`config.mk`:
```
export PLATFORM = sky130hd
export DESIGN_NAME = modbus_rtu_slave_engine_core
export DESIGN_NICKNAME = d
export VERILOG_FILES = /design/src/hw/rtl/mrse_pkg.sv /design/src/hw/rtl/mrse_ram.sv /design/src/hw/rtl/modbus_rtu_slave_engine_core.sv
export SDC_FILE = /design/constraint.sdc
export NUM_CORES = 2
export LEC_CHECK = 0
export BUFFER_PORTS_ARGS = -buffer_cell sky130_fd_sc_hd__buf_2
export CAP_MARGIN = 20
export CORE_MARGIN = 2
export CORE_UTILIZATION = 60
export DETAILED_ROUTE_END_ITERATION = 10
export PLACE_DENSITY = 0.75
export SYNTH_ARGS = -nofsm -noshare
export SYNTH_HDL_FRONTEND = slang
export SYNTH_SLANG_ARGS = --single-unit
```
`constraint.sdc`:
```
create_clock -name clock -period 8 [get_ports clock]
set_clock_uncertainty 0.1 [all_clocks]
set_input_delay 0.8 -clock clock [delete_from_list [all_inputs] [get_ports clock]]
set_output_delay 0.8 -clock clock [all_outputs]
set_load 0.005 [all_outputs]
```
`src/hw/rtl/mrse_pkg.sv`:
```
// Shared constants and the CRC-16 byte update for the Modbus RTU slave engine.
// No dependencies; used by the engine core and its checker.
`timescale 1ns / 1ps

package mrse_pkg;

   // Function codes that the slave serves.
   localparam logic [7:0] FC_READ_COILS  = 8'h01;
   localparam logic [7:0] FC_READ_INPUTS = 8'h02;
   localparam logic [7:0] FC_READ_REGS   = 8'h03;
   localparam logic [7:0] FC_WRITE_COIL  = 8'h05;
   localparam logic [7:0] FC_WRITE_REG   = 8'h06;
   localparam logic [7:0] FC_WRITE_COILS = 8'h0F;
   localparam logic [7:0] FC_WRITE_REGS  = 8'h10;

   // Exception codes.
   localparam logic [7:0] EXC_ILLEGAL_FUNCTION = 8'h01;
   localparam logic [7:0] EXC_ILLEGAL_ADDRESS  = 8'h02;
   localparam logic [7:0] EXC_DEVICE_FAILURE   = 8'h04;

   localparam logic [7:0]  EXC_FLAG   = 8'h80;
   localparam logic [7:0]  COIL_ON    = 8'hFF;
   localparam logic [15:0] ADDR_LIMIT = 16'd1000;
   localparam logic [15:0] CRC_INIT   = 16'hFFFF;
   localparam logic [15:0] CRC_POLY   = 16'hA001;
   localparam logic [15:0] HOLD_RESET = 16'hFFFF;

   // One byte of CRC-16/MODBUS, reflected, eight shift steps.
   function automatic logic [15:0] crc_update(input logic [15:0] crc_cur,
                                              input logic [7:0] data);
      logic [15:0] c;
      c = crc_cur ^ {8'h00, data};
      for (int b = 0; b < 8; b++) begin
         c = c[0] ? ((c >> 1) ^ CRC_POLY) : (c >> 1);
      end
      return c;
   endfunction

endpackage

```
`src/hw/rtl/mrse_ram.sv`:
```
// Generic single-write, single-read RAM with a registered read port.
// No dependencies; holds the frame bytes and the holding registers.
`timescale 1ns / 1ps

module mrse_ram #(
   parameter int WIDTH = 8,
   parameter int DEPTH = 64,
   localparam int AW = (DEPTH > 1) ? $clog2(DEPTH) : 1
) (
   input  logic             clock,
   input  logic             wr_en,
   input  logic [AW-1:0]    wr_addr,
   input  logic [WIDTH-1:0] wr_data,
   input  logic [AW-1:0]    rd_addr,
   output logic [WIDTH-1:0] rd_data
);

   logic [WIDTH-1:0] mem [DEPTH];
   logic [WIDTH-1:0] rd_data_ff;

   // Write and registered read.
   always_ff @(posedge clock) begin
      if (wr_en) begin
         mem[wr_addr] <= wr_data;
      end
      rd_data_ff <= mem[rd_addr];
   end

   assign rd_data = rd_data_ff;

endmodule

```
`src/hw/rtl/modbus_rtu_slave_engine_core.sv`:
```
// Modbus RTU slave engine top level: frame collection, decode, register update, response.
// Depends on mrse_pkg and mrse_ram.
`timescale 1ns / 1ps
//
//   Channel   Direction  Handshake            Moves
//   req_      in         req_valid/req_ready  one received byte, end mark, input levels
//   rsp_      out        rsp_valid/rsp_ready  one response byte, last mark, coils, count
//
// A received byte is taken whenever the engine is idle.
// After the closing byte: a decode state, then a read and an apply state per data byte for
// a multiple-coil write and a high-byte, low-byte and write state per register for a
// multiple-register write, both paced by the single read port of the frame memory.
// Each response byte then passes holding memory read, byte build and output register,
// plus any stall on rsp_ready; no request is taken meanwhile.
// Synchronous reset clears control, coils, counter and holding-register valid bits.

module modbus_rtu_slave_engine_core #(
   parameter int COIL_COUNT  = 32,
   parameter int INPUT_COUNT = 8,
   parameter int REG_COUNT   = 16,
   parameter int FRAME_BYTES = 64
) (
   input  logic        clock,
   input  logic        reset,
   input  logic        req_valid,
   output logic        req_ready,
   input  logic [7:0]  req_rx_byte,
   input  logic        req_frame_end,
   input  logic [7:0]  req_discrete_inputs,
   output logic        rsp_valid,
   input  logic        rsp_ready,
   output logic [7:0]  rsp_tx_byte,
   output logic        rsp_tx_last,
   output logic [31:0] rsp_coil_levels,
   output logic [15:0] rsp_exception_total
);

   localparam int FA = $clog2(FRAME_BYTES);
   localparam int LW = $clog2(FRAME_BYTES + 2);
   localparam int RA = (REG_COUNT > 1) ? $clog2(REG_COUNT) : 1;
   localparam int KW = $clog2(2 * REG_COUNT + 16);

   typedef enum logic [3:0] {
      S_IDLE, S_DECODE, S_WC_READ, S_WC_APPLY, S_WR_HI, S_WR_LO, S_WR_WRITE,
      S_E_ADDR, S_E_BYTE, S_E_WAIT
   } state_type;

   typedef enum logic [1:0] {MODE_EXC, MODE_ECHO, MODE_BITS, MODE_REGS} mode_type;

   state_type            state_ff, state_in;
   mode_type             mode_ff, mode_in;
   logic [LW-1:0]        len_ff, len_in, n_ff, n_in, n_next;
   logic [7:0]           fb_ff [6];
   logic [7:0]           fb_in [6];
   logic [7:0]           last1_ff, last1_in, last2_ff, last2_in;
   logic [15:0]          crc_ff, crc_in;
   logic [7:0]           din_ff, din_in;
   logic [COIL_COUNT-1:0] coil_ff, coil_in;
   logic [15:0]          exc_cnt_ff, exc_cnt_in;
   logic [REG_COUNT-1:0] hold_valid_ff, hold_valid_in;
   logic [7:0]           code_ff, code_in;
   logic [KW-1:0]        idx_ff, idx_in;
   logic [7:0]           hi_ff, hi_in;
   logic [15:0]          tx_crc_ff, tx_crc_in;
   logic                 rd_zero_ff, rd_zero_in;
   logic                 hvq_ff, hvq_in;
   logic                 rsp_valid_ff, rsp_valid_in;
   logic [7:0]           rsp_byte_ff, rsp_byte_in;
   logic                 rsp_last_ff, rsp_last_in;

   // Memory ports.
   logic          fw_en;
   logic [7:0]    frd_data;
   logic [FA-1:0] frd_addr;
   logic          hw_en;
   logic [RA-1:0] hw_addr, hrd_addr;
   logic [15:0]   hw_data, hrd_data;

   // Decode and datapath helpers.
   logic [15:0]   start_f, cnt_f;
   logic [16:0]   sum17;
   logic          fc_ok, range_bad, dec_exc, coil_on;
   logic [7:0]    dec_code;
   logic [8:0]    pos_w;
   logic [7:0]    fbyte;
   logic [2:0]    j_sel;
   logic [7:0]    bitoff, rem, bmask, nbytes8, bitbyte, tx_byte_w;
   logic [63:0]   src64, m64, d64;
   logic [KW-1:0] tmp_idx, body, total;
   logic [15:0]   hword;

   mrse_ram #(.WIDTH(8), .DEPTH(FRAME_BYTES)) u_frame_ram (
      .clock  (clock),
      .wr_en  (fw_en),
      .wr_addr(len_ff[FA-1:0]),
      .wr_data(req_rx_byte),
      .rd_addr(frd_addr),
      .rd_data(frd_data)
   );

   mrse_ram #(.WIDTH(16), .DEPTH(REG_COUNT)) u_hold_ram (
      .clock  (clock),
      .wr_en  (hw_en),
      .wr_addr(hw_addr),
      .wr_data(hw_data),
      .rd_addr(hrd_addr),
      .rd_data(hrd_data)
   );

   assign start_f = {fb_ff[2], fb_ff[3]};
   assign cnt_f   = {fb_ff[4], fb_ff[5]};
   assign sum17   = {1'b0, start_f} + {1'b0, cnt_f};
   assign coil_on = (fb_ff[4] == mrse_pkg::COIL_ON) || (fb_ff[5] == mrse_pkg::COIL_ON);
   assign n_next  = (len_ff < LW'(FRAME_BYTES)) ? LW'(len_ff + 1'b1) : LW'(FRAME_BYTES + 1);

   // Function code and range checks for the closed frame.
   always_comb begin
      fc_ok     = 1'b1;
      range_bad = 1'b0;
      unique case (fb_ff[1])
         mrse_pkg::FC_READ_COILS, mrse_pkg::FC_WRITE_COILS:
            range_bad = sum17 > 17'(COIL_COUNT);
         mrse_pkg::FC_READ_INPUTS:
            range_bad = sum17 > 17'(INPUT_COUNT);
         mrse_pkg::FC_READ_REGS, mrse_pkg::FC_WRITE_REGS:
            range_bad = sum17 > 17'(REG_COUNT);
         mrse_pkg::FC_WRITE_COIL:
            range_bad = start_f >= 16'(COIL_COUNT);
         mrse_pkg::FC_WRITE_REG:
            range_bad = start_f >= 16'(REG_COUNT);
         default:
            fc_ok = 1'b0;
      endcase
   end

   // Exceptions in priority order: function, start address, CRC, range.
   always_comb begin
      dec_exc  = 1'b1;
      dec_code = mrse_pkg::EXC_ILLEGAL_ADDRESS;
      priority if (!fc_ok) begin
         dec_code = mrse_pkg::EXC_ILLEGAL_FUNCTION;
      end else if (start_f >= mrse_pkg::ADDR_LIMIT) begin
         dec_code = mrse_pkg::EXC_ILLEGAL_ADDRESS;
      end else if (last2_ff != crc_ff[7:0] || last1_ff != crc_ff[15:8]) begin
         dec_code = mrse_pkg::EXC_DEVICE_FAILURE;
      end else if (range_bad) begin
         dec_code = mrse_pkg::EXC_ILLEGAL_ADDRESS;
      end else begin
         dec_exc = 1'b0;
      end
   end

   // Frame positions for the data-field loops; bytes past the frame read as zero.
   assign pos_w = 9'd7 + ((state_ff == S_WC_READ) ? 9'(idx_ff)
                                                  : (9'(idx_ff) << 1) + 9'(state_ff == S_WR_LO));
   assign frd_addr = pos_w[FA-1:0];
   assign fbyte    = rd_zero_ff ? 8'h00 : frd_data;

   // Bit packing shared by the coil write loop and the bit read response.
   assign tmp_idx = idx_ff - KW'(3);
   assign j_sel   = (state_ff == S_WC_APPLY) ? idx_ff[2:0] : tmp_idx[2:0];
   assign bitoff  = 8'(start_f[6:0]) + {2'b00, j_sel, 3'b000};
   assign rem     = 8'(cnt_f[6:0]) - {2'b00, j_sel, 3'b000};
   assign bmask   = ~(8'hFF << rem);
   assign nbytes8 = (8'(cnt_f[6:0]) + 8'd7) >> 3;
   assign src64   = (fb_ff[1] == mrse_pkg::FC_READ_COILS) ? 64'(coil_ff) : 64'(din_ff);
   assign bitbyte = 8'(src64 >> bitoff) & bmask;
   assign m64     = 64'(bmask) << bitoff;
   assign d64     = 64'(fbyte) << bitoff;

   // Response layout.
   assign hrd_addr = start_f[RA-1:0] + RA'(tmp_idx >> 1);
   assign hword    = hvq_ff ? hrd_data : mrse_pkg::HOLD_RESET;

   always_comb begin
      unique case (mode_ff)
         MODE_EXC:  body = KW'(3);
         MODE_ECHO: body = KW'(6);
         MODE_BITS: body = KW'(3) + KW'(nbytes8);
         MODE_REGS: body = KW'(3) + (KW'(cnt_f) << 1);
      endcase
      total = (mode_ff == MODE_EXC) ? body : KW'(body + KW'(2));
   end

   // Byte at the current response position.
   always_comb begin
      priority if (idx_ff >= body) begin
         tx_byte_w = (idx_ff == body) ? tx_crc_ff[7:0] : tx_crc_ff[15:8];
      end else if (idx_ff == KW'(0)) begin
         tx_byte_w = fb_ff[0];
      end else if (idx_ff == KW'(1)) begin
         tx_byte_w = (mode_ff == MODE_EXC) ? (fb_ff[1] | mrse_pkg::EXC_FLAG) : fb_ff[1];
      end else begin
         unique case (mode_ff)
            MODE_EXC:  tx_byte_w = code_ff;
            MODE_ECHO: tx_byte_w = fb_ff[idx_ff[2:0]];
            MODE_BITS: tx_byte_w = (idx_ff == KW'(2)) ? nbytes8 : bitbyte;
            MODE_REGS: tx_byte_w = (idx_ff == KW'(2)) ? {cnt_f[6:0], 1'b0}
                                   : (tmp_idx[0] ? hword[7:0] : hword[15:8]);
         endcase
      end
   end

   // Sequencer next state.
   always_comb begin
      state_in      = state_ff;
      mode_in       = mode_ff;
      len_in        = len_ff;
      n_in          = n_ff;
      fb_in         = fb_ff;
      last1_in      = last1_ff;
      last2_in      = last2_ff;
      crc_in        = crc_ff;
      din_in        = din_ff;
      coil_in       = coil_ff;
      exc_cnt_in    = exc_cnt_ff;
      hold_valid_in = hold_valid_ff;
      code_in       = code_ff;
      idx_in        = idx_ff;
      hi_in         = hi_ff;
      tx_crc_in     = tx_crc_ff;
      rd_zero_in    = rd_zero_ff;
      hvq_in        = hvq_ff;
      rsp_valid_in  = rsp_valid_ff;
      rsp_byte_in   = rsp_byte_ff;
      rsp_last_in   = rsp_last_ff;
      fw_en         = 1'b0;
      hw_en         = 1'b0;
      hw_addr       = start_f[RA-1:0];
      hw_data       = {fb_ff[4], fb_ff[5]};

      unique case (state_ff)
         S_IDLE: begin
            if (req_valid) begin
               // Store the byte, keep the header bytes and run the CRC two bytes behind.
               fw_en = len_ff < LW'(FRAME_BYTES);
               if (len_ff == '0) begin
                  fb_in[0] = req_rx_byte;
                  for (int j = 1; j < 6; j++) begin
                     fb_in[j] = 8'h00;
                  end
                  crc_in = mrse_pkg::CRC_INIT;
               end else begin
                  if (len_ff < LW'(6)) begin
                     fb_in[len_ff[2:0]] = req_rx_byte;
                  end
                  if (len_ff >= LW'(2) && len_ff < LW'(FRAME_BYTES)) begin
                     crc_in = mrse_pkg::crc_update(crc_ff, last2_ff);
                  end
               end
               last2_in = last1_ff;
               last1_in = req_rx_byte;
               if (req_frame_end) begin
                  len_in = '0;
                  n_in   = n_next;
                  din_in = req_discrete_inputs;
                  if (n_next >= LW'(4) && n_next <= LW'(FRAME_BYTES)) begin
                     state_in = S_DECODE;
                  end
               end else begin
                  len_in = n_next;
               end
            end
         end

         S_DECODE: begin
            idx_in    = '0;
            tx_crc_in = mrse_pkg::CRC_INIT;
            state_in  = S_E_ADDR;
            if (dec_exc) begin
               exc_cnt_in = exc_cnt_ff + 16'd1;
               mode_in    = MODE_EXC;
               code_in    = dec_code;
            end else begin
               mode_in = MODE_ECHO;
               unique case (fb_ff[1])
                  mrse_pkg::FC_READ_COILS, mrse_pkg::FC_READ_INPUTS: mode_in = MODE_BITS;
                  mrse_pkg::FC_READ_REGS: mode_in = MODE_REGS;
                  mrse_pkg::FC_WRITE_COIL: begin
                     coil_in = COIL_COUNT'((64'(coil_ff) & ~(64'd1 << start_f[6:0]))
                                           | (64'(coil_on) << start_f[6:0]));
                  end
                  mrse_pkg::FC_WRITE_REG: begin
                     hw_en = 1'b1;
                     hold_valid_in[hw_addr] = 1'b1;
                  end
                  mrse_pkg::FC_WRITE_COILS: begin
                     if (cnt_f != 16'd0) begin
                        state_in = S_WC_READ;
                     end
                  end
                  mrse_pkg::FC_WRITE_REGS: begin
                     if (cnt_f != 16'd0) begin
                        state_in = S_WR_HI;
                     end
                  end
                  default: begin
                  end
               endcase
            end
         end

         // Multiple coil write: one data byte per pass.
         S_WC_READ: begin
            rd_zero_in = pos_w >= 9'(n_ff);
            state_in   = S_WC_APPLY;
         end

         S_WC_APPLY: begin
            coil_in = COIL_COUNT'((64'(coil_ff) & ~m64) | (d64 & m64));
            if (8'(idx_ff + 1'b1) == nbytes8) begin
               idx_in   = '0;
               state_in = S_E_ADDR;
            end else begin
               idx_in   = idx_ff + 1'b1;
               state_in = S_WC_READ;
            end
         end

         // Multiple register write: high byte, low byte, then the write.
         S_WR_HI: begin
            rd_zero_in = pos_w >= 9'(n_ff);
            state_in   = S_WR_LO;
         end

         S_WR_LO: begin
            hi_in      = fbyte;
            rd_zero_in = pos_w >= 9'(n_ff);
            state_in   = S_WR_WRITE;
         end

         S_WR_WRITE: begin
            hw_en   = 1'b1;
            hw_addr = start_f[RA-1:0] + RA'(idx_ff);
            hw_data = {hi_ff, fbyte};
            hold_valid_in[hw_addr] = 1'b1;
            if (16'(idx_ff + 1'b1) == cnt_f) begin
               idx_in   = '0;
               state_in = S_E_ADDR;
            end else begin
               idx_in   = idx_ff + 1'b1;
               state_in = S_WR_HI;
            end
         end

         // Response: read the holding word, build the byte, hand it over.
         S_E_ADDR: begin
            hvq_in   = (32'(hrd_addr) < REG_COUNT) ? hold_valid_ff[hrd_addr] : 1'b0;
            state_in = S_E_BYTE;
         end

         S_E_BYTE: begin
            rsp_valid_in = 1'b1;
            rsp_byte_in  = tx_byte_w;
            rsp_last_in  = idx_ff == KW'(total - 1'b1);
            if (idx_ff < body) begin
               tx_crc_in = mrse_pkg::crc_update(tx_crc_ff, tx_byte_w);
            end
            state_in = S_E_WAIT;
         end

         S_E_WAIT: begin
            if (rsp_ready) begin
               rsp_valid_in = 1'b0;
               if (rsp_last_ff) begin
                  state_in = S_IDLE;
               end else begin
                  idx_in   = idx_ff + 1'b1;
                  state_in = S_E_ADDR;
               end
            end
         end
      endcase
   end

   // State and registered outputs.
   always_ff @(posedge clock) begin
      if (reset) begin
         state_ff      <= S_IDLE;
         len_ff        <= '0;
         coil_ff       <= '0;
         exc_cnt_ff    <= '0;
         hold_valid_ff <= '0;
         rsp_valid_ff  <= 1'b0;
      end else begin
         state_ff      <= state_in;
         len_ff        <= len_in;
         coil_ff       <= coil_in;
         exc_cnt_ff    <= exc_cnt_in;
         hold_valid_ff <= hold_valid_in;
         rsp_valid_ff  <= rsp_valid_in;
      end
      mode_ff     <= mode_in;
      n_ff        <= n_in;
      fb_ff       <= fb_in;
      last1_ff    <= last1_in;
      last2_ff    <= last2_in;
      crc_ff      <= crc_in;
      din_ff      <= din_in;
      code_ff     <= code_in;
      idx_ff      <= idx_in;
      hi_ff       <= hi_in;
      tx_crc_ff   <= tx_crc_in;
      rd_zero_ff  <= rd_zero_in;
      hvq_ff      <= hvq_in;
      rsp_byte_ff <= rsp_byte_in;
      rsp_last_ff <= rsp_last_in;
   end

   assign req_ready           = state_ff == S_IDLE;
   assign rsp_valid           = rsp_valid_ff;
   assign rsp_tx_byte         = rsp_byte_ff;
   assign rsp_tx_last         = rsp_last_ff;
   assign rsp_coil_levels     = 32'(coil_ff);
   assign rsp_exception_total = exc_cnt_ff;

endmodule

```
==> flow_summary.toml <==
[timing]
rsz0062_at_grt = "no"
fin_tns_setup_ps = 0
fmax_mhz = 158
fin_crit_sh_pct = 78.9
fin_crit_ps = 6310
finalWorstSetupSlack_ps = 1690
hold_viol = 0
slew_headroom_pct = 20.1
setup_viol = 0
fin_hold_ws_ps = 199
drv_slew = 0
worstMarginPinSlew_ps = 1190

[finish]
seqCellArea_um2 = 29300
layout-drive-gt1-share_pct = 17.6
fillers = 5412
top_register = "u_frame_ram.mem"
area_growth_pct = 10.7
biggestRegsByFlops = "u_frame_ram.mem (512), u_hold_ram.mem (256), fb_ff (32)"
fin_util_pct = 67.3
nets = 3630
multiInputGateArea_um2 = 17900
antenna_cells = 0
largest_reg_flops = 512

[power_and_ir_drop]
ir_worst_vdd_uv = 195
p_per_area_nw_per_um2 = 212
p_total_mw = 11.3
p_leak_nw = 17.9

[cts]
cts_max_level = 3
cts.sinks = 1009
cts_buffers = 101
clk_pin_slew_ps = 60
cts_buffer_depth = 3
postCtsHoldBufs = 0
cts_setup_buffers = 0
cts_tree = "built"
post_cts_resized = 0
clk_latency_ps = 710
cts_root_buffer = "clkbuf_16"

[worst_hold_path]
min-delay-path-class = "in -> reg"

[floorplanning]
die_h_um = 287
die_w_um = 287
io_pins = 80
row_count = 103
core-area_um2 = 79300
start_util_pct = 60.8
die_area_um2 = 82600

[logic_synthesis]
ys_seq_elements = 1009
synth_top_family_by_area = "multiplexers"
synth-xor-area-share_pct = 1.88
yosysWarnings = 0
yosys_most_used_dff = "edfxtp_1"
synth.avg_cell_area_um2 = 13.8
yosysSeqAreaShare_pct = 60.8
yosys.area.top_type_share_pct = 56.6
synth_fa_ha_area_share_pct = 1.83
synthSimpleGateAreaFrac_pct = 9.60
synth_area_leaders = "edfxtp_1 57%, mux4_2 11%, dfxtp_1 4.2%"
syn-cell-area_um2 = 48200
synthDistinctLibCells = 99
synth_nets = 3582
async_flop_share_pct = 0
synth_top_cell_by_area = "edfxtp_1"
synthMuxAreaShare_pct = 14.7
synth_edf_count = 909
synthCells = 3496
synth_compound_area_share_pct = 8.61

[grt]
grt_pass1_wl_um = 207000
grt_use_total_pct = 33.9
grt_pass1_vias = 31902
antenna_found_initial = 2
overflow = 0
grt_max_degree = 103

[critical_path]
critPathRequiredTime_ps = 8320
start_kind = "flip-flop"
path_class = "reg -> reg"
rrSetupSlack_ps = 1690
crit_arrival_ps = 6640
cp_max_fo = 15
end_kind = "flip-flop"

[placement]
gp_routability_congestion = 0.965
hpwlAfterDp_um = 88200
port_buffers = 79
post-place-ws_ps = 1750

[detailed_routing]
ant_nets = 0
drtIter0Drc = 4234
avgRoutedWirePerCell_um = 29.7
drtPass1Iterations = 9
routed_wl_um = 139000
drc = 0
vias = 32170
routed_via_density = 6.87

[run]
cap_viol_max_count = 0

[outcome]
status = "finished clean"
==> Yosys cell counts (all sizes together), types with 38 or more instances <==
| cell type | count |
|---|---|
| a211oi | 38 |
| a21oi | 147 |
| a221oi | 41 |
| buf | 69 |
| clkbuf | 150 |
| dfxtp | 100 |
| edfxtp | 909 |
| ha | 60 |
| inv | 87 |
| mux2i | 139 |
| mux4 | 235 |
| nand2 | 306 |
| nand2b | 53 |
| nand3 | 78 |
| nor2 | 254 |
| nor2b | 50 |
| nor3 | 91 |
| o21ai | 149 |
| xnor2 | 57 |
| xor2 | 38 |
==> critical path: stages (launching register included) <==
cell       delay, ps
edfxtp_1         320
buf_4            240
clkinv_1         370
ha_1             340
nand2b_1         110
nand4_1          130
xor2_1           400
xnor2_1          170
nand2_1           70
a21oi_1          420
inv_1             90
ha_1             310
a211oi_1         220
nor2_1           100
nor3_1           180
buf_4            240
o2111ai_1        200
or4_1            580
o211ai_2         130
xor2_2           190
o21ai_1          110
nor2_1           270
xnor3_1          430
xnor3_1          290
nand2_1           50
==> per-stage QoR <==
step	std cells	instance area, um^2
floorplan	3496	48200
global placement	4484	49900
detailed placement	4488	49900
CTS	4679	53300
global route	4682	53300
finish	4682	53300
==> final timing paths <==
check / startpoint / to / cells after the start
max: cnt_f[0] / tx_crc_ff[0] / 24
min: req_discrete_inputs[3] / din_ff[3] / 1
max reg2reg: cnt_f[0] / tx_crc_ff[0] / 24
min reg2reg: hold_valid_ff[0] / hold_valid_ff[0] / 2
==> power breakdown <==
part           internal (mW)  switching [mW]
registers               5.79          0.0613
clock network           2.73            2.09
logic                  0.202           0.422
total                   8.72            2.58
==> area by class of cell <==
type                    instances  share of cell area (%)
flip-flops and latches       1009                    54.9
multi-input cells            2168                    33.5
clock buffers                 125                    4.96
well taps                    1050                    2.46
repair buffers                164                    2.01
clock inverters                66                    1.41
inverters                     100                   0.723
==> kinds of logic after synthesis <==
| kind of cell | count (synthesis) |
|---|---|
| DFF | 1009 |
| and+or+nand+nor | 972 |
| AOI/OAI and AO/OA | 621 |
| muxes | 409 |
| buffers and inverters | 319 |
| xor gates and xnor gates | 98 |
| adders and majority gates | 68 |
==> layout by cell type, fill, tap and decap left out, types with 41 or more instances in the layout <==
cell / n
nor2b_1: 50
a21oi_1: 146
ha_1: 59
mux2i_1: 139
clkbuf_16: 101
buf_4: 78
dfxtp_1: 100
o21ai_0: 140
nor2_1: 250
mux4_2: 234
a221oi_1: 41
nand2_1: 305
xnor2_1: 54
nand3_1: 78
edfxtp_1: 909
inv_1: 85
buf_2: 80
nor3_1: 73
nand2b_1: 53
==> layer usage <==
metal / global-route usage, % / vias up / routed length, um
met5: 0 / - / 0
met4: 13.5 / 0 / 6310
met3: 5.32 / 383 / 11400
met2: 54.5 / 1869 / 66700
met1: 46.9 / 16192 / 54600
li1: - / 13726 / -
No activity file was read; power rests on OpenSTA's default activity.
